**src/cell_voltage_calibration_core_defines.svh**
```systemverilog
// ----------------------------------------------------------------------------
// Cell voltage calibration: assertion macros
// Shared concurrent assertion forms used by the calibration core.
// ----------------------------------------------------------------------------
`ifndef CELL_VOLTAGE_CALIBRATION_CORE_DEFINES_SVH
`define CELL_VOLTAGE_CALIBRATION_CORE_DEFINES_SVH

// same-cycle implication
`define CVC_ASSERT_IMPL(label, clk, rst_n, ante, cons, msg) \
    label: assert property (@(posedge clk) disable iff (!rst_n) (ante) |-> (cons)) \
        else $error(msg);

// next-cycle implication
`define CVC_ASSERT_NEXT(label, clk, rst_n, ante, cons, msg) \
    label: assert property (@(posedge clk) disable iff (!rst_n) (ante) |=> (cons)) \
        else $error(msg);

`endif

```
**src/cvc_pkg.sv**
```systemverilog
// ----------------------------------------------------------------------------
// Cell voltage calibration package
// Widths, constants, register codes and shared types of the calibration core.
// ----------------------------------------------------------------------------
`default_nettype none

package cvc_pkg;

    localparam int NUM_CELLS   = 6;
    localparam int GAIN_BASE   = 1000;
    localparam int DIV_SCALE   = 600000;

    localparam int CH_W        = 3;
    localparam int READ_W      = 16;
    localparam int VOLT_W      = 16;
    localparam int CORR_W      = 5;
    localparam int VGAIN_W     = 5;
    localparam int VOFF_W      = 6;
    localparam int PACK_W      = 30;
    localparam int DATA_W      = 32;
    localparam int ADDR_W      = 4;

    localparam int FAC_W       = 10;  // 1000 + correction, always 984..1015
    localparam int P1_W        = 26;  // (1000+gr) * vref
    localparam int OCV_W       = 22;  // oc * vref, signed
    localparam int D_W         = 36;  // 600000 * vref
    localparam int PROD_W      = 43;  // vcell * (p1 + or)
    localparam int NUM1_W      = 44;  // signed first numerator
    localparam int MAG_W       = 42;  // magnitude of a nonnegative first numerator
    localparam int HALF_W      = 21;  // split point of the gain multiply
    localparam int PP_W        = 31;  // partial product width
    localparam int QUOT_W      = 17;  // 16 result bits plus saturation bit
    localparam int REM_W       = 52;  // full numerator / shifted divisor
    localparam int DIV_CELLS   = QUOT_W;

    typedef enum logic [1:0] {
        REG_CELL_GAIN   = 2'd0,
        REG_CELL_OFFSET = 2'd1,
        REG_VREF_GAIN   = 2'd2,
        REG_VREF_OFFSET = 2'd3
    } t_reg_idx;

    typedef struct packed {
        logic [PACK_W-1:0]  cell_gain_pack;
        logic [PACK_W-1:0]  cell_offset_pack;
        logic [VGAIN_W-1:0] ref_gain_corr;
        logic [VOFF_W-1:0]  ref_offset_corr;
    } t_cfg;

    // data handed from one divider cell to the next
    typedef struct packed {
        logic [REM_W-1:0]  rem;
        logic [REM_W-1:0]  dsh;
        logic [QUOT_W-1:0] quot;
        logic              zero;
        logic              err;
    } t_div_data;

    typedef struct packed {
        logic [VOLT_W-1:0] voltage;
        logic              err;
    } t_result;

    function automatic logic [CORR_W-1:0] cell_corr(input logic [PACK_W-1:0] pack,
                                                     input logic [CH_W-1:0]   ch);
        logic [CORR_W-1:0] v;
        v = '0;
        for (int k = 0; k < NUM_CELLS; k++) begin
            if (ch == CH_W'(k + 1)) begin
                v = pack[k*CORR_W +: CORR_W];
            end
        end
        return v;
    endfunction

endpackage

`default_nettype wire

```
**src/cvc_front.sv**
```systemverilog
// ----------------------------------------------------------------------------
// Calibration numerator pipeline
// Four stages that form the corrected numerator and the shifted divisor.
// ----------------------------------------------------------------------------
`default_nettype none

module cvc_front (
    input  wire logic                          i_clk,
    input  wire logic                          i_rst_n,
    input  wire logic                          i_en,
    input  wire logic                          i_valid,
    input  wire logic [cvc_pkg::CH_W-1:0]      i_ch,
    input  wire logic [cvc_pkg::READ_W-1:0]    i_vc,
    input  wire logic [cvc_pkg::READ_W-1:0]    i_vr,
    input  cvc_pkg::t_cfg                      i_cfg,
    output logic                               o_valid,
    output cvc_pkg::t_div_data                 o_data
);

    typedef struct packed {
        logic                         err;
        logic [cvc_pkg::READ_W-1:0]   vc;
        logic [cvc_pkg::P1_W-1:0]     p1;
        logic [cvc_pkg::OCV_W-1:0]    ocv;
        logic [cvc_pkg::D_W-1:0]      dd;
        logic [cvc_pkg::VOFF_W-1:0]   vref_off;
        logic [cvc_pkg::CORR_W-1:0]   gc;
    } t_stage_a;

    typedef struct packed {
        logic                         err;
        logic [cvc_pkg::NUM1_W-1:0]   num1;
        logic [cvc_pkg::D_W-1:0]      dd;
        logic [cvc_pkg::CORR_W-1:0]   gc;
    } t_stage_b;

    typedef struct packed {
        logic                         err;
        logic                         zero;
        logic [cvc_pkg::PP_W-1:0]     pp_lo;
        logic [cvc_pkg::PP_W-1:0]     pp_hi;
        logic [cvc_pkg::D_W-1:0]      dd;
    } t_stage_c;

    logic r_va, r_vb, r_vc, r_vd;
    t_stage_a r_a;
    t_stage_b r_b;
    t_stage_c r_c;
    cvc_pkg::t_div_data r_d;

    // stage A inputs
    logic [cvc_pkg::CORR_W-1:0]        w_gc, w_oc;
    logic [cvc_pkg::FAC_W-1:0]         w_gr_fac;
    logic signed [cvc_pkg::OCV_W-1:0]  w_ocv;
    logic                              w_err;
    // stage B
    logic signed [cvc_pkg::P1_W+1:0]   w_t;
    logic [cvc_pkg::PROD_W-1:0]        w_prod;
    logic signed [cvc_pkg::NUM1_W-1:0] w_num1;
    // stage C
    logic [cvc_pkg::FAC_W-1:0]         w_gain;

    always_comb begin
        w_gc     = cvc_pkg::cell_corr(i_cfg.cell_gain_pack, i_ch);
        w_oc     = cvc_pkg::cell_corr(i_cfg.cell_offset_pack, i_ch);
        w_gr_fac = cvc_pkg::FAC_W'((cvc_pkg::FAC_W+1)'(cvc_pkg::GAIN_BASE)
                   + (cvc_pkg::FAC_W+1)'($signed(i_cfg.ref_gain_corr)));
        w_ocv    = cvc_pkg::OCV_W'($signed(w_oc)) * cvc_pkg::OCV_W'($signed({1'b0, i_vr}));
        w_err    = (i_ch == '0) || (i_ch > cvc_pkg::CH_W'(cvc_pkg::NUM_CELLS))
                   || (i_vr == '0);

        w_t      = $signed({2'b00, r_a.p1}) + (cvc_pkg::P1_W+2)'($signed(r_a.vref_off));
        w_prod   = cvc_pkg::PROD_W'(r_a.vc) * cvc_pkg::PROD_W'(w_t[cvc_pkg::P1_W:0]);
        w_num1   = $signed({1'b0, w_prod}) + cvc_pkg::NUM1_W'($signed(r_a.ocv));

        w_gain   = cvc_pkg::FAC_W'((cvc_pkg::FAC_W+1)'(cvc_pkg::GAIN_BASE)
                   + (cvc_pkg::FAC_W+1)'($signed(r_b.gc)));
    end

    always_ff @(posedge i_clk) begin
        if (!i_rst_n) begin
            r_va <= 1'b0;
            r_vb <= 1'b0;
            r_vc <= 1'b0;
            r_vd <= 1'b0;
        end else if (i_en) begin
            r_va <= i_valid;
            r_vb <= r_va;
            r_vc <= r_vb;
            r_vd <= r_vc;
        end
    end

    always_ff @(posedge i_clk) begin
        if (i_en) begin
            r_a.err      <= w_err;
            r_a.vc       <= i_vc;
            r_a.p1       <= cvc_pkg::P1_W'(w_gr_fac) * cvc_pkg::P1_W'(i_vr);
            r_a.ocv      <= w_ocv;
            r_a.dd       <= cvc_pkg::D_W'(cvc_pkg::DIV_SCALE) * cvc_pkg::D_W'(i_vr);
            r_a.vref_off <= i_cfg.ref_offset_corr;
            r_a.gc       <= w_gc;

            r_b.err  <= r_a.err;
            r_b.num1 <= w_num1;
            r_b.dd   <= r_a.dd;
            r_b.gc   <= r_a.gc;

            // a negative numerator always ends as zero, so only its magnitude matters
            r_c.err   <= r_b.err;
            r_c.zero  <= r_b.err || r_b.num1[cvc_pkg::NUM1_W-1];
            r_c.pp_lo <= cvc_pkg::PP_W'(r_b.num1[cvc_pkg::HALF_W-1:0])
                         * cvc_pkg::PP_W'(w_gain);
            r_c.pp_hi <= cvc_pkg::PP_W'(r_b.num1[cvc_pkg::MAG_W-1:cvc_pkg::HALF_W])
                         * cvc_pkg::PP_W'(w_gain);
            r_c.dd    <= r_b.dd;

            r_d.rem  <= (cvc_pkg::REM_W'(r_c.pp_hi) << cvc_pkg::HALF_W)
                        + cvc_pkg::REM_W'(r_c.pp_lo);
            r_d.dsh  <= cvc_pkg::REM_W'({r_c.dd, {(cvc_pkg::QUOT_W-1){1'b0}}});
            r_d.quot <= '0;
            r_d.zero <= r_c.zero;
            r_d.err  <= r_c.err;
        end
    end

    assign o_valid = r_vd;
    assign o_data  = r_d;

endmodule

`default_nettype wire

```
**config.mk**
```make
export PLATFORM = sky130hd
export DESIGN_NAME = cvc_front
export DESIGN_NICKNAME = d
export VERILOG_FILES = /design/src/cell_voltage_calibration_core_defines.svh /design/src/cvc_pkg.sv /design/src/cvc_front.sv
export SDC_FILE = /design/constraint.sdc
export NUM_CORES = 2
export LEC_CHECK = 0
export BUFFER_PORTS_ARGS = -buffer_cell sky130_fd_sc_hd__buf_2
export CORE_MARGIN = 1
export CORE_UTILIZATION = 38
export CTS_CLUSTER_DIAMETER = 150
export DETAILED_ROUTE_END_ITERATION = 8
export RECOVER_POWER = 50
export SETUP_SLACK_MARGIN = 0.3
export SYNTH_ARGS = -nofsm -noshare
export SYNTH_HDL_FRONTEND = slang
export SYNTH_SLANG_ARGS = --single-unit
export TNS_END_PERCENT = 100
```
**constraint.sdc**
```tcl
create_clock -name i_clk -period 26.2 [get_ports i_clk]
set_clock_uncertainty 0.2 [all_clocks]
set_input_delay 5.24 -clock i_clk [delete_from_list [all_inputs] [get_ports i_clk]]
set_output_delay 5.24 -clock i_clk [all_outputs]
set_load 0.05 [all_outputs]
```
* Yosys cells after proc, flatten, opt, wreduce, memory -nomap -nowiden
Cells that the tools add are included.
W data, S select, Z words.
** Cells by class
- Multipliers :: 6
- Multiplexer cells :: 12
- Equal/unequal tests :: 6
- Add/sub/neg operators :: 5
- $lt $le $gt $ge :: 1
- Bitwise gates (word level) :: 0
- Reductions and logical operators :: 5
- Shifts and indexed selects :: 0
- Divide/modulo/power cells :: 0
** Operators by type and width (count)
- $mul A21 B10 Y31 :: 2
- $mux W5 :: 12
- $add A52 B31 Y52 :: 1
- $add A44 B22 Y44 :: 1
- $mul A16 B27 Y43 :: 1
- $mul A14 B16 Y30 const A :: 1
- $add A27 B6 Y27 :: 1
- $mul A10 B16 Y26 :: 1
- $mul A5 B17 Y22 :: 1
- $logic_not A16 Y1 :: 1
- $add A6 B5 Y7 const A :: 2
- $eq A3 B3 Y1 const B :: 3
- $eq A3 B2 Y1 const B :: 2
- $eq A3 B1 Y1 const B :: 1
- $gt A3 B3 Y1 const B :: 1
- $logic_not A3 Y1 :: 1
- $logic_or A1 B1 Y1 :: 3
** Storage, ports and cells
- Word-level logic and storage cells :: 59
- Bits of input ports :: 110
- Memories :: 0
- Bits in read-only memories :: 0
- Register bits after elaboration :: 368
- Bits in writable memories :: 0
- Latch bits :: 0

* Longest topological paths before layout
- Depth in word-level cells :: 8
- Gate-level depth with buffers :: 44

* Least setup slack after synthesis
No wires, ideal clock.
- Path type :: in2reg
- Start point :: input port i_cfg[9] in the netlist's numbering
- End point :: register r_a[92] in the netlist's numbering (data pin)
- Slack :: 15.265 ns
- Data required time :: 25.742 ns
- Data arrival time :: 10.476 ns
- Cell stages on the path :: 22
- Cell sequence :: inv_1 buf_1 ha_1 clkbuf_1 nor2_1 fa_1 inv_1 fa_1 fa_1 inv_1 fa_1 fa_1 ha_1 a21o_1 o2bb2ai_1 nor4_1 nor2_1 a41oi_1 nand3_1 o2111ai_1 nor2b_1 xnor2_1
** Between the ends
- Word-level cells in the longest chain between the ends :: 2
** RTL lines
- start, declared :: line cvc_front.sv:15 : input cvc_pkg::t_cfg i_cfg,
- $add A6 B5 Y7 :: line cvc_front.sv:67 : + (cvc_pkg::FAC_W+1)'($signed(i_cfg.ref_gain_corr)));
- $mul A10 B16 Y26 :: line cvc_front.sv:98 : r_a.p1 <= cvc_pkg::P1_W'(w_gr_fac) * cvc_pkg::P1_W'(i_vr);
- end, declared :: line cvc_front.sv:46 : t_stage_a r_a;
Every way passes these cells.
A chain may end at the register's enable or synchronous reset.

* Final worst setup path
- Start point :: input port i_en
- End point :: register r_d, in the netlist o_data[83], enable pin
** RTL lines
- start, declared :: line cvc_front.sv:10 : input wire logic i_en,
- end, declared :: line cvc_front.sv:49 : cvc_pkg::t_div_data r_d;
No word-level cell between the ends.

==> reports/results.ini <==
[status]
status=finished with violations
violations=capacitance limit, slew limit

[synth]
syn_inst=5408
avgSynthCellArea_um2=9.929
synth_area_leaders=fa_1, edfxtp_1, ha_1, inv_1, nand2_1
ys_seq_area_share_pct=20.45
ys.flop_type=edfxtp_1
async_flop_share_pct=0
syn_area_um2=53700
yosysTopAreaCellShare_pct=32.10
ys_warn_count=0
ys_ff_latch=367
yosys.area.top_type=fa_1
yosysMostFrequentCell=inv_1
synthTopCellsByCount=inv_1, fa_1, nand2_1
synth_edf_count=363
ys_types=83

[timing]
fin_crit_sh_pct=56.64
rsz0062_at_grt=false
tightest_slew_ps=6365
finalSetupTns_ps=0
slew_headroom_pct=-324.3
slew_violations=310
timing.fmax_mhz=67.38
setup_violations=0
fin_crit_ps=14840
hold_ws_ps=191.3
finalHoldViolCount=0

[setup_path]
path_cells=clkbuf_1 > clkbuf_1 > buf_4
cpLargestDelayFamily=buffers and inverters
critical_path_class=input port to register
arrival_ps=14860
slowest_stage=clkbuf_1
cp-end-kind=register
critPathMaxStageDelay_ps=4720
crit_top_cell=clkbuf_1
worst-path-max-fanout=123
crit_buf_inv=3
crit_path_start_kind=input port
cp.required_ps=26220

[cells_and_area]
drive_gt1_share_pct=6.376
multiInputGateArea_um2=38110
fin_util_pct=41.48
seqCellArea_um2=10980
stdcell_area_um2=58020
area_growth_pct=8.055
nNetsFinal=7033
insertedDiodeCount=0
final.fill_count=13660

[drt]
drt-vias-per-instance=4.923
drc_errors=0
drt_iter0_drc=1905
drtPass1Iterations=6
wire_per_inst_um=16.42
ant_nets=0
vias=36570
wirelength_mm=121.9

[cts]
cts-root-buf=clkbuf_16
clkTransAtPathRegs_ps=60
cts_buffer_depth=3
cts_made_buffers=42
hold_buffers=0
cts_tree=built
cts_resized=0
cts-htree-levels=2
cts_setup_buffers=0
clock_latency_ps=620
cts_sinks=367

[floorplanning]
num_rows=137
die_y_um=377.9
dieWidth_um=377.9
start_util_pct=38.39
io_pins=234
dieArea_um2=142800
core_region_area_um2=139900

[worst_hold_path]
hp-class=register to register

[grt]
antenna_found_initial=3
grt_max_degree=124
gr-total-overflow=0
groute.usage.overall_pct=17.37
grt_pass1_wl_mm=199.6
grt_pass1_vias=38490

[place]
hpwl_mm=95.24
port_buffers=194
gp_congestion=0.8474
placed_area_um2=56750

[job]
max_cap_violations=5

==> area by class of cell <==
type | count | area share, %
clock buffers | 57 | 1.997
clock inverters | 18 | 0.3040
inverters | 1053 | 6.812
multi-input cells | 3816 | 65.67
flip-flops and latches | 367 | 18.92
well taps | 1876 | 4.045
repair buffers | 241 | 2.243
==> flip-flops by register name, indices dropped and copies added (netlist names) <==
name,cells
o_data,84
o_valid,1
r_a,106
r_b,79
r_c,94
r_va,1
r_vb,1
r_vc,1
==> worst paths after layout <==
path / start / slack, ps / cells past startpoint / to
setup / recovery: i_en / 11360 / 3 / o_data[83]
hold / removal: r_a[24] / 190 / 0 / r_b[18]
setup reg to reg: r_a[10] / 14900 / 36 / r_b[84]
hold reg to reg: r_a[24] / 190 / 0 / r_b[18]
==> layout by cell type (no fill, tap or decap), types with 12 or more instances in the layout <==
master and count:
buf_2 188, xnor2_1 143, nor2b_1 88, clkbuf_16 43, nor3_1 44, buf_4 43
conb_1 39, a31oi_1 27, a21oi_1 210, o21a_1 25, o21ai_0 74, xnor2_2 15
nand2b_1 37, a21o_1 120, clkbuf_1 21, inv_1 1053, o21bai_1 35, mux2i_1 17
edfxtp_1 363, fa_1 861, a311oi_1 15, a211oi_1 23, nand4_1 30, o31ai_1 12
xor2_1 81, and2_1 262, o211ai_1 30, nor2_1 192, ha_1 541, and3_1 25
o2111ai_1 13, nand2_1 607, mux2_2 14, nand3_1 80
==> per-stage QoR <==
| step | std cells | worst slack [ps] |
|---|---|---|
| floorplan | 5446 | 15270 |
| global placement | 7353 | 14480 |
| detailed placement | 7353 | 14490 |
| CTS | 7428 | 14880 |
| global route | 7428 | 9951 |
| finish | 7428 | 11360 |
==> logic make-up after synthesis <==
logic type | after synthesis | share of synthesized area [%]
other | 1 | 0.006984
buffers and inverters | 1263 | 9.127
multiplexers | 31 | 0.6105
adder cells (fa/ha/maj) | 1402 | 44.70
AND/OR/NAND/NOR | 1422 | 12.65
XOR/XNOR | 243 | 3.963
AO/OA/AOI/OAI | 679 | 8.486
flip-flops | 367 | 20.45
==> per-layer routing <==
| layer | global-route usage, % | up-vias | part of all wire (%) |
|---|---|---|---|
| met2 | 29.28 | 751 | 47 |
| met3 | 2.621 | 137 | 5.0 |
| met5 | 0 | - | 0.0090 |
| met4 | 3.789 | 2 | 1.8 |
| met1 | 23.54 | 18260 | 46 |
| li1 | - | 17420 | - |
Power is left out: the tool's default activity adds up to more than one toggle a clock period on the data nets, which glitch-free logic cannot reach.
