**src/cell_voltage_calibration_core_defines.svh**
```systemverilog
// ----------------------------------------------------------------------------
// Cell voltage calibration: assertion macros
// Shared concurrent assertion forms used by the calibration core.
// ----------------------------------------------------------------------------
`ifndef CELL_VOLTAGE_CALIBRATION_CORE_DEFINES_SVH
`define CELL_VOLTAGE_CALIBRATION_CORE_DEFINES_SVH

// same-cycle implication
`define CVC_ASSERT_IMPL(label, clk, rst_n, ante, cons, msg) \
    label: assert property (@(posedge clk) disable iff (!rst_n) (ante) |-> (cons)) \
        else $error(msg);

// next-cycle implication
`define CVC_ASSERT_NEXT(label, clk, rst_n, ante, cons, msg) \
    label: assert property (@(posedge clk) disable iff (!rst_n) (ante) |=> (cons)) \
        else $error(msg);

`endif

```
**src/cvc_pkg.sv**
```systemverilog
// ----------------------------------------------------------------------------
// Cell voltage calibration package
// Widths, constants, register codes and shared types of the calibration core.
// ----------------------------------------------------------------------------
`default_nettype none

package cvc_pkg;

    localparam int NUM_CELLS   = 6;
    localparam int GAIN_BASE   = 1000;
    localparam int DIV_SCALE   = 600000;

    localparam int CH_W        = 3;
    localparam int READ_W      = 16;
    localparam int VOLT_W      = 16;
    localparam int CORR_W      = 5;
    localparam int VGAIN_W     = 5;
    localparam int VOFF_W      = 6;
    localparam int PACK_W      = 30;
    localparam int DATA_W      = 32;
    localparam int ADDR_W      = 4;

    localparam int FAC_W       = 10;  // 1000 + correction, always 984..1015
    localparam int P1_W        = 26;  // (1000+gr) * vref
    localparam int OCV_W       = 22;  // oc * vref, signed
    localparam int D_W         = 36;  // 600000 * vref
    localparam int PROD_W      = 43;  // vcell * (p1 + or)
    localparam int NUM1_W      = 44;  // signed first numerator
    localparam int MAG_W       = 42;  // magnitude of a nonnegative first numerator
    localparam int HALF_W      = 21;  // split point of the gain multiply
    localparam int PP_W        = 31;  // partial product width
    localparam int QUOT_W      = 17;  // 16 result bits plus saturation bit
    localparam int REM_W       = 52;  // full numerator / shifted divisor
    localparam int DIV_CELLS   = QUOT_W;

    typedef enum logic [1:0] {
        REG_CELL_GAIN   = 2'd0,
        REG_CELL_OFFSET = 2'd1,
        REG_VREF_GAIN   = 2'd2,
        REG_VREF_OFFSET = 2'd3
    } t_reg_idx;

    typedef struct packed {
        logic [PACK_W-1:0]  cell_gain_pack;
        logic [PACK_W-1:0]  cell_offset_pack;
        logic [VGAIN_W-1:0] ref_gain_corr;
        logic [VOFF_W-1:0]  ref_offset_corr;
    } t_cfg;

    // data handed from one divider cell to the next
    typedef struct packed {
        logic [REM_W-1:0]  rem;
        logic [REM_W-1:0]  dsh;
        logic [QUOT_W-1:0] quot;
        logic              zero;
        logic              err;
    } t_div_data;

    typedef struct packed {
        logic [VOLT_W-1:0] voltage;
        logic              err;
    } t_result;

    function automatic logic [CORR_W-1:0] cell_corr(input logic [PACK_W-1:0] pack,
                                                     input logic [CH_W-1:0]   ch);
        logic [CORR_W-1:0] v;
        v = '0;
        for (int k = 0; k < NUM_CELLS; k++) begin
            if (ch == CH_W'(k + 1)) begin
                v = pack[k*CORR_W +: CORR_W];
            end
        end
        return v;
    endfunction

endpackage

`default_nettype wire

```
**src/cvc_apb_regs.sv**
```systemverilog
// ----------------------------------------------------------------------------
// Calibration register file
// APB-style write/read access to the four correction registers.
// ----------------------------------------------------------------------------
`default_nettype none

module cvc_apb_regs (
    input  wire logic                          i_clk,
    input  wire logic                          i_rst_n,
    input  wire logic                          psel,
    input  wire logic                          penable,
    input  wire logic                          pwrite,
    input  wire logic [cvc_pkg::ADDR_W-1:0]    paddr,
    input  wire logic [cvc_pkg::DATA_W-1:0]    pwdata,
    output logic      [cvc_pkg::DATA_W-1:0]    prdata,
    output logic                               pready,
    output cvc_pkg::t_cfg                      o_cfg
);

    cvc_pkg::t_cfg    r_cfg;
    cvc_pkg::t_reg_idx w_idx;
    logic             w_wr;

    assign w_idx  = cvc_pkg::t_reg_idx'(paddr[cvc_pkg::ADDR_W-1:2]);
    assign w_wr   = psel && penable && pwrite;
    assign pready = 1'b1;
    assign o_cfg  = r_cfg;

    always_ff @(posedge i_clk) begin
        if (!i_rst_n) begin
            r_cfg <= '0;
        end else if (w_wr) begin
            case (w_idx)
                cvc_pkg::REG_CELL_GAIN:   r_cfg.cell_gain_pack   <= pwdata[cvc_pkg::PACK_W-1:0];
                cvc_pkg::REG_CELL_OFFSET: r_cfg.cell_offset_pack <= pwdata[cvc_pkg::PACK_W-1:0];
                cvc_pkg::REG_VREF_GAIN:   r_cfg.ref_gain_corr    <= pwdata[cvc_pkg::VGAIN_W-1:0];
                cvc_pkg::REG_VREF_OFFSET: r_cfg.ref_offset_corr  <= pwdata[cvc_pkg::VOFF_W-1:0];
                default: ;
            endcase
        end
    end

    always_comb begin
        case (w_idx)
            cvc_pkg::REG_CELL_GAIN:   prdata = cvc_pkg::DATA_W'(r_cfg.cell_gain_pack);
            cvc_pkg::REG_CELL_OFFSET: prdata = cvc_pkg::DATA_W'(r_cfg.cell_offset_pack);
            cvc_pkg::REG_VREF_GAIN:   prdata = cvc_pkg::DATA_W'(r_cfg.ref_gain_corr);
            cvc_pkg::REG_VREF_OFFSET: prdata = cvc_pkg::DATA_W'(r_cfg.ref_offset_corr);
            default:                  prdata = '0;
        endcase
    end

endmodule

`default_nettype wire

```
**config.mk**
```make
export PLATFORM = sky130hd
export DESIGN_NAME = cvc_apb_regs
export DESIGN_NICKNAME = d
export VERILOG_FILES = /design/src/cell_voltage_calibration_core_defines.svh /design/src/cvc_pkg.sv /design/src/cvc_apb_regs.sv
export SDC_FILE = /design/constraint.sdc
export NUM_CORES = 1
export LEC_CHECK = 0
export BUFFER_PORTS_ARGS = -buffer_cell sky130_fd_sc_hd__buf_2
export CAP_MARGIN = 20
export CORE_MARGIN = 8
export CORE_UTILIZATION = 42
export DETAILED_ROUTE_END_ITERATION = 8
export PLACE_DENSITY = 0.84
export SLEW_MARGIN = 40
export SYNTH_ARGS = -nofsm -noshare
export SYNTH_HDL_FRONTEND = slang
export SYNTH_SLANG_ARGS = --single-unit
```
**constraint.sdc**
```tcl
create_clock -name i_clk -period 1.2 [get_ports i_clk]
set_input_delay 0.12 -clock i_clk [delete_from_list [all_inputs] [get_ports i_clk]]
set_output_delay 0.12 -clock i_clk [all_outputs]
set_load 0.05 [all_outputs]
```
After elaboration in Yosys (flattened, before gate mapping):

Cells that the tools add are included.

* register bits: 71
* word-level logic and storage cells: 15

* eq/ne operators: 3
* mux-type cells: 1
* reduce and logical (&&, ||, !) cells: 7

Operators with widths (count)
* $pmux 32 s4: 1
* $reduce_and 2->1: 4
* $eq 2x2->1 const B: 2
* $eq 2x1->1 const B: 1
* $logic_and 1x1->1: 2
* $logic_not 2->1: 1

Depth between registers and ports, before layout:

Gate-level depths: netlist of the first run.

* depth after elaboration: 3
* gate-level depth with buffers: 5
* depth with buffers taken out: 3

Worst setup path before layout of the first run:

Ideal clock, no wire load.

* kind: reg-to-output
* start point: register r_cfg (netlist bit o_cfg[16])
* end point: output port prdata[5] (netlist bit)
* arrival time: 1870 ps
* required time: 1080 ps
* path slack: -790 ps
* stages on the path, launching flop included: 3
* cells stage by stage: dfxtp_1 mux2i_1 o21ai_0

* longest elaborated chain between the ends: 1

RTL lines
* from (decl): line cvc_apb_regs.sv:20 `cvc_pkg::t_cfg r_cfg;`
* $pmux 32 s4: line cvc_apb_regs.sv:44 `case (w_idx)`
* to (decl): line cvc_apb_regs.sv:15 `output logic [cvc_pkg::DATA_W-1:0] prdata,`

Every way passes these cells. The select of a mux whose other input is x is not followed.

Final worst setup path of the first run:

* start point: register r_cfg (netlist bit o_cfg[13])
* end point: output port prdata[2] (netlist bit)

The elaborated chain is that of the path after synthesis.

==> results.yml, run 1 <==
run_status:
  result_of_the_run: "finished, violations left"
  failing_checks: "setup timing"
drt:
  drt_first_iter_violations: 93
  antenna_left: 0
  dr_wl_cell_um: 17.5
  drt-total-wl_um: 10600
  route.detailed.vias_per_inst: 5.01
  remaining_drc_errors: 0
  detailedRoute.firstPassIterationCount: 4
  num_vias: 3021
clock_network:
  cts_clk_pin_slew_worst_paths_ps: 80
  cts_root_buf: "sky130_fd_sc_hd__clkbuf_8"
  clkSinkCount: 71
  clk-insertion-delay-late_ps: 320
  clockBufferDepth: 2
  tritoncts_clock_tree: "done"
  tritoncts.num_buffers: 9
  htree_num_levels: 3
timing:
  final.min_clock_period_ps: 1430
  unrepaired_setup_endpoints_after_global_routing: "true"
  min_period_over_period_pct: 119
  clock_skew_ps: 0
  setup_tns_ps: -1100
  setup_slack_ps: -230
  final-max-slew-violation-count: 0
  finalHoldViolCount: 0
  max_freq_mhz: 699
  finalSetupViolations: 7
  whs_ps: 47.8
placed_design:
  place_hpwl_um: 7070
  placed_cell_area_um2: 4370
  place_congestion: 0.784
  placed_cells: 565
  port_buffers: 137
  place_ws_ps: -145
run:
  max_cap_violations: 0
pwr:
  ir_drop_mv: 0.556
  total_power_mw: 4.99
  static-leakage-power_nw: 2.39
  power.density_nw_per_um2: 939
floorplan:
  floorplan.rows: 31
  io_pins: 145
  die_width_um: 103
  fp.dieArea_um2: 10600
  design.core.area_um2: 7290
  starting_utilization_of_the_core_area_pct: 43.7
  die_h_um: 103
yosys:
  synthesis.yosys.warnings: 0
  synth_seq_cells: 71
  postSynth.topFlopCell: "sky130_fd_sc_hd__dfxtp_1"
  netlist_area_um2: 3190
  synth_edf_count: 0
  asyncSetResetFlopFracSynth_pct: 0
  synth_common_cells: "sky130_fd_sc_hd__nand2_1 (102), sky130_fd_sc_hd__mux2i_1 (96), sky130_fd_sc_hd__dfxtp_1 (71)"
  netlist_instances: 336
  synthesized_area_per_cell_um2: 9.48
  synth_largest_area_cell: "sky130_fd_sc_hd__dfxtp_1"
  ys_top_cells_by_area: "sky130_fd_sc_hd__dfxtp_1 (45%), sky130_fd_sc_hd__mux2i_1 (30%), sky130_fd_sc_hd__nand2_1 (12%)"
  synth-seq-area-share_pct: 44.6
  synth.top_cell.area_share_pct: 44.6
  most_common_cell_in_the_synthesized_netlist: "sky130_fd_sc_hd__nand2_1"
  ys_types: 18
layout:
  areaGrowthSynthToFinish_pct: 66.8
  antenna-diode-count: 0
  drive_above_1_share_pct: 64.7
  post_layout_nonfiller_instances: 603
  final_util_pct: 72.9
  final_design_area_no_fill_um2: 5320
  finish.net_count: 540
  largest_reg_flops: 71
grt:
  initial_antenna_violation_count: 0
  grt_overflow: 0
  track_usage_pct: 19.3
  grt_first_pass_wirelength_um: 16000
  grt_max_degree: 57
  via_count_of_the_first_global_routing_pass: 3312
setup_path:
  crit_path_max_fanout: 3
  cp_data_arrival_time_ps: 1310
  startpoint_class: "flip-flop"
  worst_setup_path_end_kind: "primary output"
  timing.critical_path.required_ps: 1080
  worstSetupPathType: "reg2out"
min_path:
  holdCritPathClass: "in2reg"
critical path: stages (launching register included):
cell,delay [ps]
sky130_fd_sc_hd__dfxtp_2,340
sky130_fd_sc_hd__mux4_2,470
sky130_fd_sc_hd__buf_6,170
layer usage:
layer / GRT usage [%] / part of all wire, % / wire length, um / vias to the layer above
li1: - / - / - / 1445
met1: 19.6 / 36 / 3840 / 1432
met2: 37.3 / 55 / 5820 / 122
met3: 4.19 / 6.5 / 692 / 22
met4: 6.79 / 2.1 / 227 / 0
met5: 0 / 0 / 0 / -
final timing paths:
| kind | from | to | slack [ps] | depth (start not counted) |
|---|---|---|---|---|
| worst min-delay path | pwdata[17] | o_cfg[58]$_SDFFE_PN0P_ | 50 | 3 |
| worst min register to register | o_cfg[3]$_SDFFE_PN0P_ | o_cfg[3]$_SDFFE_PN0P_ | 470 | 2 |
| worst max-delay path | o_cfg[13]$_SDFFE_PN0P_ | prdata[2] | -230 | 2 |
| worst max register to register | o_cfg[28]$_SDFFE_PN0P_ | o_cfg[28]$_SDFFE_PN0P_ | 390 | 4 |
cell usage in the layout (no fill, tap or decap), drive strengths merged:
master | Yosys | layout
buf | 16 | 168
mux4 | 5 | 5
clkinv | 0 | 3
clkbuf | 13 | 24
or3b | 1 | 1
conb | 2 | 3
o21ai | 1 | 1
nand2 | 102 | 102
mux2i | 96 | 96
bufinv | 0 | 1
nor3 | 1 | 1
nor3b | 1 | 1
dfxtp | 71 | 71
nor2 | 25 | 25
nand3 | 2 | 2
cell families after synthesis:
| logic type | Yosys count | share of synthesized area (%) |
|---|---|---|
| compound gates | 1 | 0.157 |
| mux | 101 | 33.7 |
| flops | 71 | 44.6 |
| other cells | 2 | 0.236 |
| simple gates | 132 | 16.3 |
| buf+inv | 29 | 4.99 |
final cells by class:
cell class	instances	area, um2
clock buffer	12	145
clock inverter	4	45.0
fill	506	1980
multi-input combinational	237	2100
sequential	71	1530
tap	99	124
timing repair buffer	180	1380
timing repair:
item | CTS | global route
endpoints found under the setup margin | 30 | 38
buffers inserted | 17 | 5
pin swaps | 13 | 5
hold buffers | 0 | 0
gates resized for setup | 101 | 42
where the power goes:
part	switching, mW	internal, mW	total, mW
combinational	0.443	0.274	0.717
sequential	0.0336	2.38	2.41
clock	0.854	1.01	1.86
No activity file was read; power rests on OpenSTA's default activity.
==> inputs of run 2 (changes only) <==
--- a/config.mk
+++ b/config.mk
@@ -7,6 +7,7 @@
 export LEC_CHECK = 0
 export BUFFER_PORTS_ARGS = -buffer_cell sky130_fd_sc_hd__buf_2
 export CAP_MARGIN = 20
+export CORE_ASPECT_RATIO = 0.7
 export CORE_MARGIN = 8
 export CORE_UTILIZATION = 42
 export DETAILED_ROUTE_END_ITERATION = 8
==> run 2 against run 1 <==
Compared with the run above: the flow still finishes with violations (setup timing); cell count fell by 0.66%; sequential power hardly changed; die area increased by 0.42%; largest cell class unchanged.
==> results.yml, run 2 (synthesis gave the netlist of run 1 again) <==
setup_path:
  worstSetupPathType: "reg2out"
  worst_r2r_endpoint: "o_cfg[26]$_SDFFE_PN0P_"
  reg2regPathDepth: 4
  cp-startpoint: "o_cfg[3]$_SDFFE_PN0P_"
  ff2ff_setup_slack_ps: 390
  timing.rr.start: "o_cfg[26]$_SDFFE_PN0P_"
  cp_data_arrival_time_ps: 1320
  worst_setup_path_end_kind: "primary output"
  timing.critical_path.required_ps: 1080
  cp-endpoint: "prdata[3]"
  crit_path_max_fanout: 3
  startpoint_class: "flip-flop"
timing:
  setup_slack_ps: -236
  final.min_clock_period_ps: 1440
  finalSetupViolations: 8
  unrepaired_setup_endpoints_after_global_routing: "true"
  clock_skew_ps: 0
  whs_ps: 39.4
  finalHoldViolCount: 0
  final-max-slew-violation-count: 0
  min_period_over_period_pct: 120
  setup_tns_ps: -1150
  max_freq_mhz: 697
clock_network:
  htree_num_levels: 3
  cts_clk_pin_slew_worst_paths_ps: 80
  clkSinkCount: 71
  tritoncts_clock_tree: "done"
  cts_root_buf: "sky130_fd_sc_hd__clkbuf_8"
  clockBufferDepth: 2
  clk-insertion-delay-late_ps: 330
  hold_buffer_count_at_cts: 0
  tritoncts.num_buffers: 9
pwr:
  power_frac_seq_pct: 48.0
  power.share.combinational_pct: 14.4
  switching_share_pct: 27.1
  power.density_nw_per_um2: 950
  share_clk_of_total_power_pct: 37.6
  static-leakage-power_nw: 2.37
  p_int_mw: 3.67
  total_power_mw: 5.03
  ir_drop_mv: 0.723
  net-switching-power_mw: 1.36
drt:
  drt-total-wl_um: 10700
  antenna_left: 0
  route.detailed.vias_per_inst: 5.01
  num_vias: 3002
  remaining_drc_errors: 0
  dr_wl_cell_um: 17.9
  detailedRoute.firstPassIterationCount: 4
  drt_first_iter_violations: 103
layout:
  post_layout_nonfiller_instances: 599
  antenna-diode-count: 0
  areaGrowthSynthToFinish_pct: 66.2
  nFillCells: 521
  finish.net_count: 537
  most_frequent_cells_in_the_layout: "sky130_fd_sc_hd__nand2_1 (102), sky130_fd_sc_hd__buf_2 (93), sky130_fd_sc_hd__mux2i_1 (71), sky130_fd_sc_hd__dfxtp_2 (67), sky130_fd_sc_hd__buf_4 (36)"
  drive_above_1_share_pct: 64.7
  most_frequent_standard_cell_in_the_layout_excluding_fill_and_tap_cells: "sky130_fd_sc_hd__nand2_1"
  largest_reg_flops: 71
run:
  max_cap_violations: 0
run_status:
  failing_checks: "setup timing"
  result_of_the_run: "finished, violations left"
grt:
  grt_first_pass_wirelength_um: 16600
  grt_overflow: 0
  track_usage_pct: 19.5
  initial_antenna_violation_count: 0
  via_count_of_the_first_global_routing_pass: 3291
  grt_max_degree: 53
floorplan:
  starting_utilization_of_the_core_area_pct: 43.5
  floorplan.rows: 26
  io_pins: 145
  die_h_um: 88.9
  die_width_um: 120
  fp.dieArea_um2: 10700
  design.core.area_um2: 7320
placed_design:
  place_congestion: 0.758
  placed_cells: 564
  port_buffers: 137
  place_hpwl_um: 7110
min_path:
  whs_path_depth: 3
  holdCritPathClass: "in2reg"
==> run 2: changes by cell type in the layout (fill, tap and decap cells not counted) <==
| cell | before | now |
|---|---|---|
| sky130_fd_sc_hd__clkinvlp_4 | 0 | 3 |
| sky130_fd_sc_hd__dfxtp_4 | 6 | 4 |
| sky130_fd_sc_hd__dfxtp_2 | 65 | 67 |
| sky130_fd_sc_hd__clkbuf_1 | 2 | 1 |
| sky130_fd_sc_hd__clkbuf_4 | 12 | 10 |
| sky130_fd_sc_hd__buf_8 | 13 | 11 |
| sky130_fd_sc_hd__clkinv_2 | 3 | 1 |
| sky130_fd_sc_hd__buf_12 | 6 | 7 |
| sky130_fd_sc_hd__buf_4 | 37 | 36 |
| sky130_fd_sc_hd__buf_6 | 18 | 19 |
==> run 2: through the flow <==
stage,utilization [%],setup slack [ps],area (um2)
after CTS,69.2,-252,5070
after global placement,59.9,-93.9,4380
after global routing,72.4,-286,5300
final,72.4,-236,5300
after detailed placement,59.9,-145,4380
after floorplan,-,12.8,3500
==> run 2: how the worst min path moves through the flow <==
stage               startpoint                     end  slack (ps)
global route         pwdata[6]  o_cfg[47]$_SDFFE_PN0P_          30
CTS                 pwdata[22]  o_cfg[33]$_SDFFE_PN0P_          30
global placement    pwdata[10]  o_cfg[21]$_SDFFE_PN0P_         380
finish               pwdata[6]  o_cfg[17]$_SDFFE_PN0P_          40
floorplan            pwdata[6]  o_cfg[17]$_SDFFE_PN0P_         270
detailed placement  pwdata[19]  o_cfg[30]$_SDFFE_PN0P_         390
==> run 2: final cells by class <==
cell class                 instances  area [um2]  share of cell area (%)
clock buffer                      11         141                    2.67
clock inverter                     5        57.6                    1.09
multi-input combinational        237        2100                    39.6
sequential                        71        1520                    28.7
tap                               98         123                    2.31
timing repair buffer             177        1360                    25.6
==> run 2: routing by layer <==
metal / global-route usage (%) / up-vias / share of wire, %
met3: 7.39 / 15 / 6.9
met2: 35.4 / 106 / 52
li1: - / 1435 / -
met1: 20.9 / 1446 / 39
met5: 0 / - / 0
met4: 6.09 / 0 / 1.5
==> run 2: power groups by stage <==
stage	logic [mW]	clock network, mW	registers, mW
3_5_place_dp	0.628	0	2.47
4_1_cts	0.683	1.93	2.42
6_report	0.722	1.89	2.42
3_3_place_gp	0.615	0	2.47
2_1_floorplan	0.328	0	2.57
5_1_grt	0.761	2.06	2.42
==> run 2: critical path, cell delays in order, from the launching register on <==
cell	delay (ps)
sky130_fd_sc_hd__dfxtp_2	340
sky130_fd_sc_hd__mux4_2	480
sky130_fd_sc_hd__buf_6	170
==> run 2: repair_timing <==
item                       CTS  global route
pin swaps                   13             2
buffers inserted            17             2
gates resized for setup     99            43
setup endpoints to repair   30            43
==> inputs of run 3 (changes only) <==
--- a/config.mk
+++ b/config.mk
@@ -10,9 +10,11 @@
 export CORE_ASPECT_RATIO = 0.7
 export CORE_MARGIN = 8
 export CORE_UTILIZATION = 42
+export CTS_CLUSTER_SIZE = 30
 export DETAILED_ROUTE_END_ITERATION = 8
 export PLACE_DENSITY = 0.84
 export SLEW_MARGIN = 40
 export SYNTH_ARGS = -nofsm -noshare
 export SYNTH_HDL_FRONTEND = slang
 export SYNTH_SLANG_ARGS = --single-unit
+export TNS_END_PERCENT = 10
==> run 3 against run 2 <==
Compared with the run above: the flow still finishes with violations (setup timing); register-to-register slack got worse by 20 ps; worst hold slack worse by 3.5 ps; sequential power about the same; sequential cell count stayed put; final area down 1.9%; clock power increased by 14%; critical path depth unchanged; power rose by 4.7%; critical path type unchanged; largest cell class unchanged; highest routed layer unchanged.
==> results.yml, run 3 (synthesis gave the netlist of run 1 again) <==
timing:
  max_freq_mhz: 685
  finalSetupViolations: 11
  final.min_clock_period_ps: 1460
  clock_skew_ps: 0
  setup_slack_ps: -259
  final-max-slew-violation-count: 0
  min_period_over_period_pct: 122
  finalHoldViolCount: 0
  unrepaired_setup_endpoints_after_global_routing: "true"
setup_path:
  ff2ff_setup_slack_ps: 370
  reg2regPathDepth: 4
  worstSetupPathType: "reg2out"
  cp_data_arrival_time_ps: 1340
  timing.critical_path.required_ps: 1080
  timing.rr.start: "o_cfg[3]$_SDFFE_PN0P_"
  worst_path_largest_cell_delay_ps: 490
  crit_slowest_cell: "sky130_fd_sc_hd__mux4_2"
  startpoint_class: "flip-flop"
  crit_path_max_fanout: 2
  worst_r2r_endpoint: "o_cfg[3]$_SDFFE_PN0P_"
  timing.critical_path.cells: "mux4_2 > buf_8"
  worst_setup_path_end_kind: "primary output"
drt:
  remaining_drc_errors: 0
  num_vias: 2962
  drt-total-wl_um: 10500
  route.detailed.vias_per_inst: 5.04
  antenna_left: 0
  detailedRoute.firstPassIterationCount: 4
  drt_first_iter_violations: 133
  dr_wl_cell_um: 17.8
grt:
  grt_max_degree: 58
  grt_overflow: 0
  track_usage_pct: 18.9
  initial_antenna_violation_count: 0
  via_count_of_the_first_global_routing_pass: 3151
  grt_first_pass_wirelength_um: 16000
placed_design:
  place_congestion: 0.774
  place_hpwl_um: 7310
  port_buffers: 137
  place_ws_ps: -167
  placed_cells: 566
clock_network:
  clkSinkCount: 71
  cts_clk_pin_slew_worst_paths_ps: 80
  htree_num_levels: 3
  tritoncts_clock_tree: "done"
  clk-insertion-delay-late_ps: 340
  hold_buffer_count_at_cts: 0
  clockBufferDepth: 2
  tritoncts.num_buffers: 9
  cts_root_buf: "sky130_fd_sc_hd__clkbuf_8"
layout:
  antenna-diode-count: 0
  finish.net_count: 526
  most_frequent_cells_in_the_layout: "sky130_fd_sc_hd__buf_2 (103), sky130_fd_sc_hd__nand2_1 (102), sky130_fd_sc_hd__mux2i_1 (71), sky130_fd_sc_hd__dfxtp_2 (61), sky130_fd_sc_hd__buf_6 (27)"
  areaGrowthSynthToFinish_pct: 63.1
  most_frequent_standard_cell_in_the_layout_excluding_fill_and_tap_cells: "sky130_fd_sc_hd__buf_2"
  drive_above_1_share_pct: 62.9
  post_layout_nonfiller_instances: 588
  largest_reg_flops: 71
floorplan:
  floorplan.rows: 26
  die_width_um: 120
  starting_utilization_of_the_core_area_pct: 43.5
  io_pins: 145
  die_h_um: 88.9
  fp.dieArea_um2: 10700
  design.core.area_um2: 7320
pwr:
  power.density_nw_per_um2: 1010
  total_power_mw: 5.27
  ir_drop_mv: 1.06
  static-leakage-power_nw: 2.32
min_path:
  whs_path_depth: 3
  min_delay_worst_endpoint: "o_cfg[29]$_SDFFE_PN0P_"
  holdCritStartpoint: "pwdata[18]"
  holdCritPathClass: "in2reg"
run_status:
  result_of_the_run: "finished, violations left"
  failing_checks: "setup timing"
run:
  max_cap_violations: 0
-- run 3: cell count changes in the layout (fill, tap and decap cells not counted), moves of 2 or more --
| cell | before | now |
|---|---|---|
| sky130_fd_sc_hd__buf_4 | 36 | 21 |
| sky130_fd_sc_hd__clkinvlp_4 | 3 | 1 |
| sky130_fd_sc_hd__buf_8 | 11 | 5 |
| sky130_fd_sc_hd__dfxtp_4 | 4 | 6 |
| sky130_fd_sc_hd__dfxtp_1 | 0 | 4 |
| sky130_fd_sc_hd__clkbuf_4 | 10 | 1 |
| sky130_fd_sc_hd__buf_6 | 19 | 27 |
| sky130_fd_sc_hd__dfxtp_2 | 67 | 61 |
| sky130_fd_sc_hd__buf_2 | 93 | 103 |
-- run 3: final cells by class --
class | instances | area [um2]
clock buffer | 11 | 141
clock inverter | 5 | 81.3
fill | 515 | 2120
multi-input combinational | 237 | 2080
sequential | 71 | 1520
tap | 98 | 123
timing repair buffer | 166 | 1250
-- run 3: critical path: cells and delay by family, from the launching register on --
kind,cells,cell delay [ps]
muxes,1,490
buffers and inverters,1,170
DFF,1,330
-- run 3: power breakdown --
group / internal, mW / switching [mW]
Clock: 1.23 / 0.927
Sequential: 2.38 / 0.0349
Combinational: 0.263 / 0.437
Total: 3.87 / 1.40
-- run 3: through the flow --
stage / hold WS, ps / setup TNS, ps / util [%] / instance area (um2)
final: 36.0 / -1320 / 71.0 / 5200
after CTS: 18.5 / -2390 / 67.0 / 4900
after detailed placement: 395 / -5520 / 59.6 / 4360
after global routing: 15.8 / -2540 / 71.0 / 5200
after floorplan: 274 / -1390 / - / 3450
after global placement: 387 / -4190 / 59.6 / 4360
-- run 3: how the worst max path moves through the flow --
stage / depth (start not counted) / startpoint / slack, ps / end
floorplan: 1 / o_cfg[42]$_SDFFE_PN0P_ / -60 / prdata[1]
global placement: 4 / paddr[3] / -140 / prdata[4]
detailed placement: 4 / paddr[3] / -170 / prdata[4]
CTS: 2 / o_cfg[3]$_SDFFE_PN0P_ / -270 / prdata[3]
global route: 2 / o_cfg[2]$_SDFFE_PN0P_ / -300 / prdata[2]
finish: 2 / o_cfg[2]$_SDFFE_PN0P_ / -260 / prdata[2]
-- run 3: timing repair --
| item | 4_1_cts | 5_1_grt |
|---|---|---|
| gates resized for setup | 98 | 59 |
| pin swaps | 4 | 2 |
| setup endpoints to repair | 31 | 33 |
| buffers inserted | 2 | 4 |
-- run 3: metal layers --
metal	track usage [%]	vias to the layer above	share of wire (%)
li1	-	1415	-
met1	20.4	1427	41
met2	34.3	110	51
met3	6.95	10	7.4
met4	5.98	0	1.0
met5	0	-	0
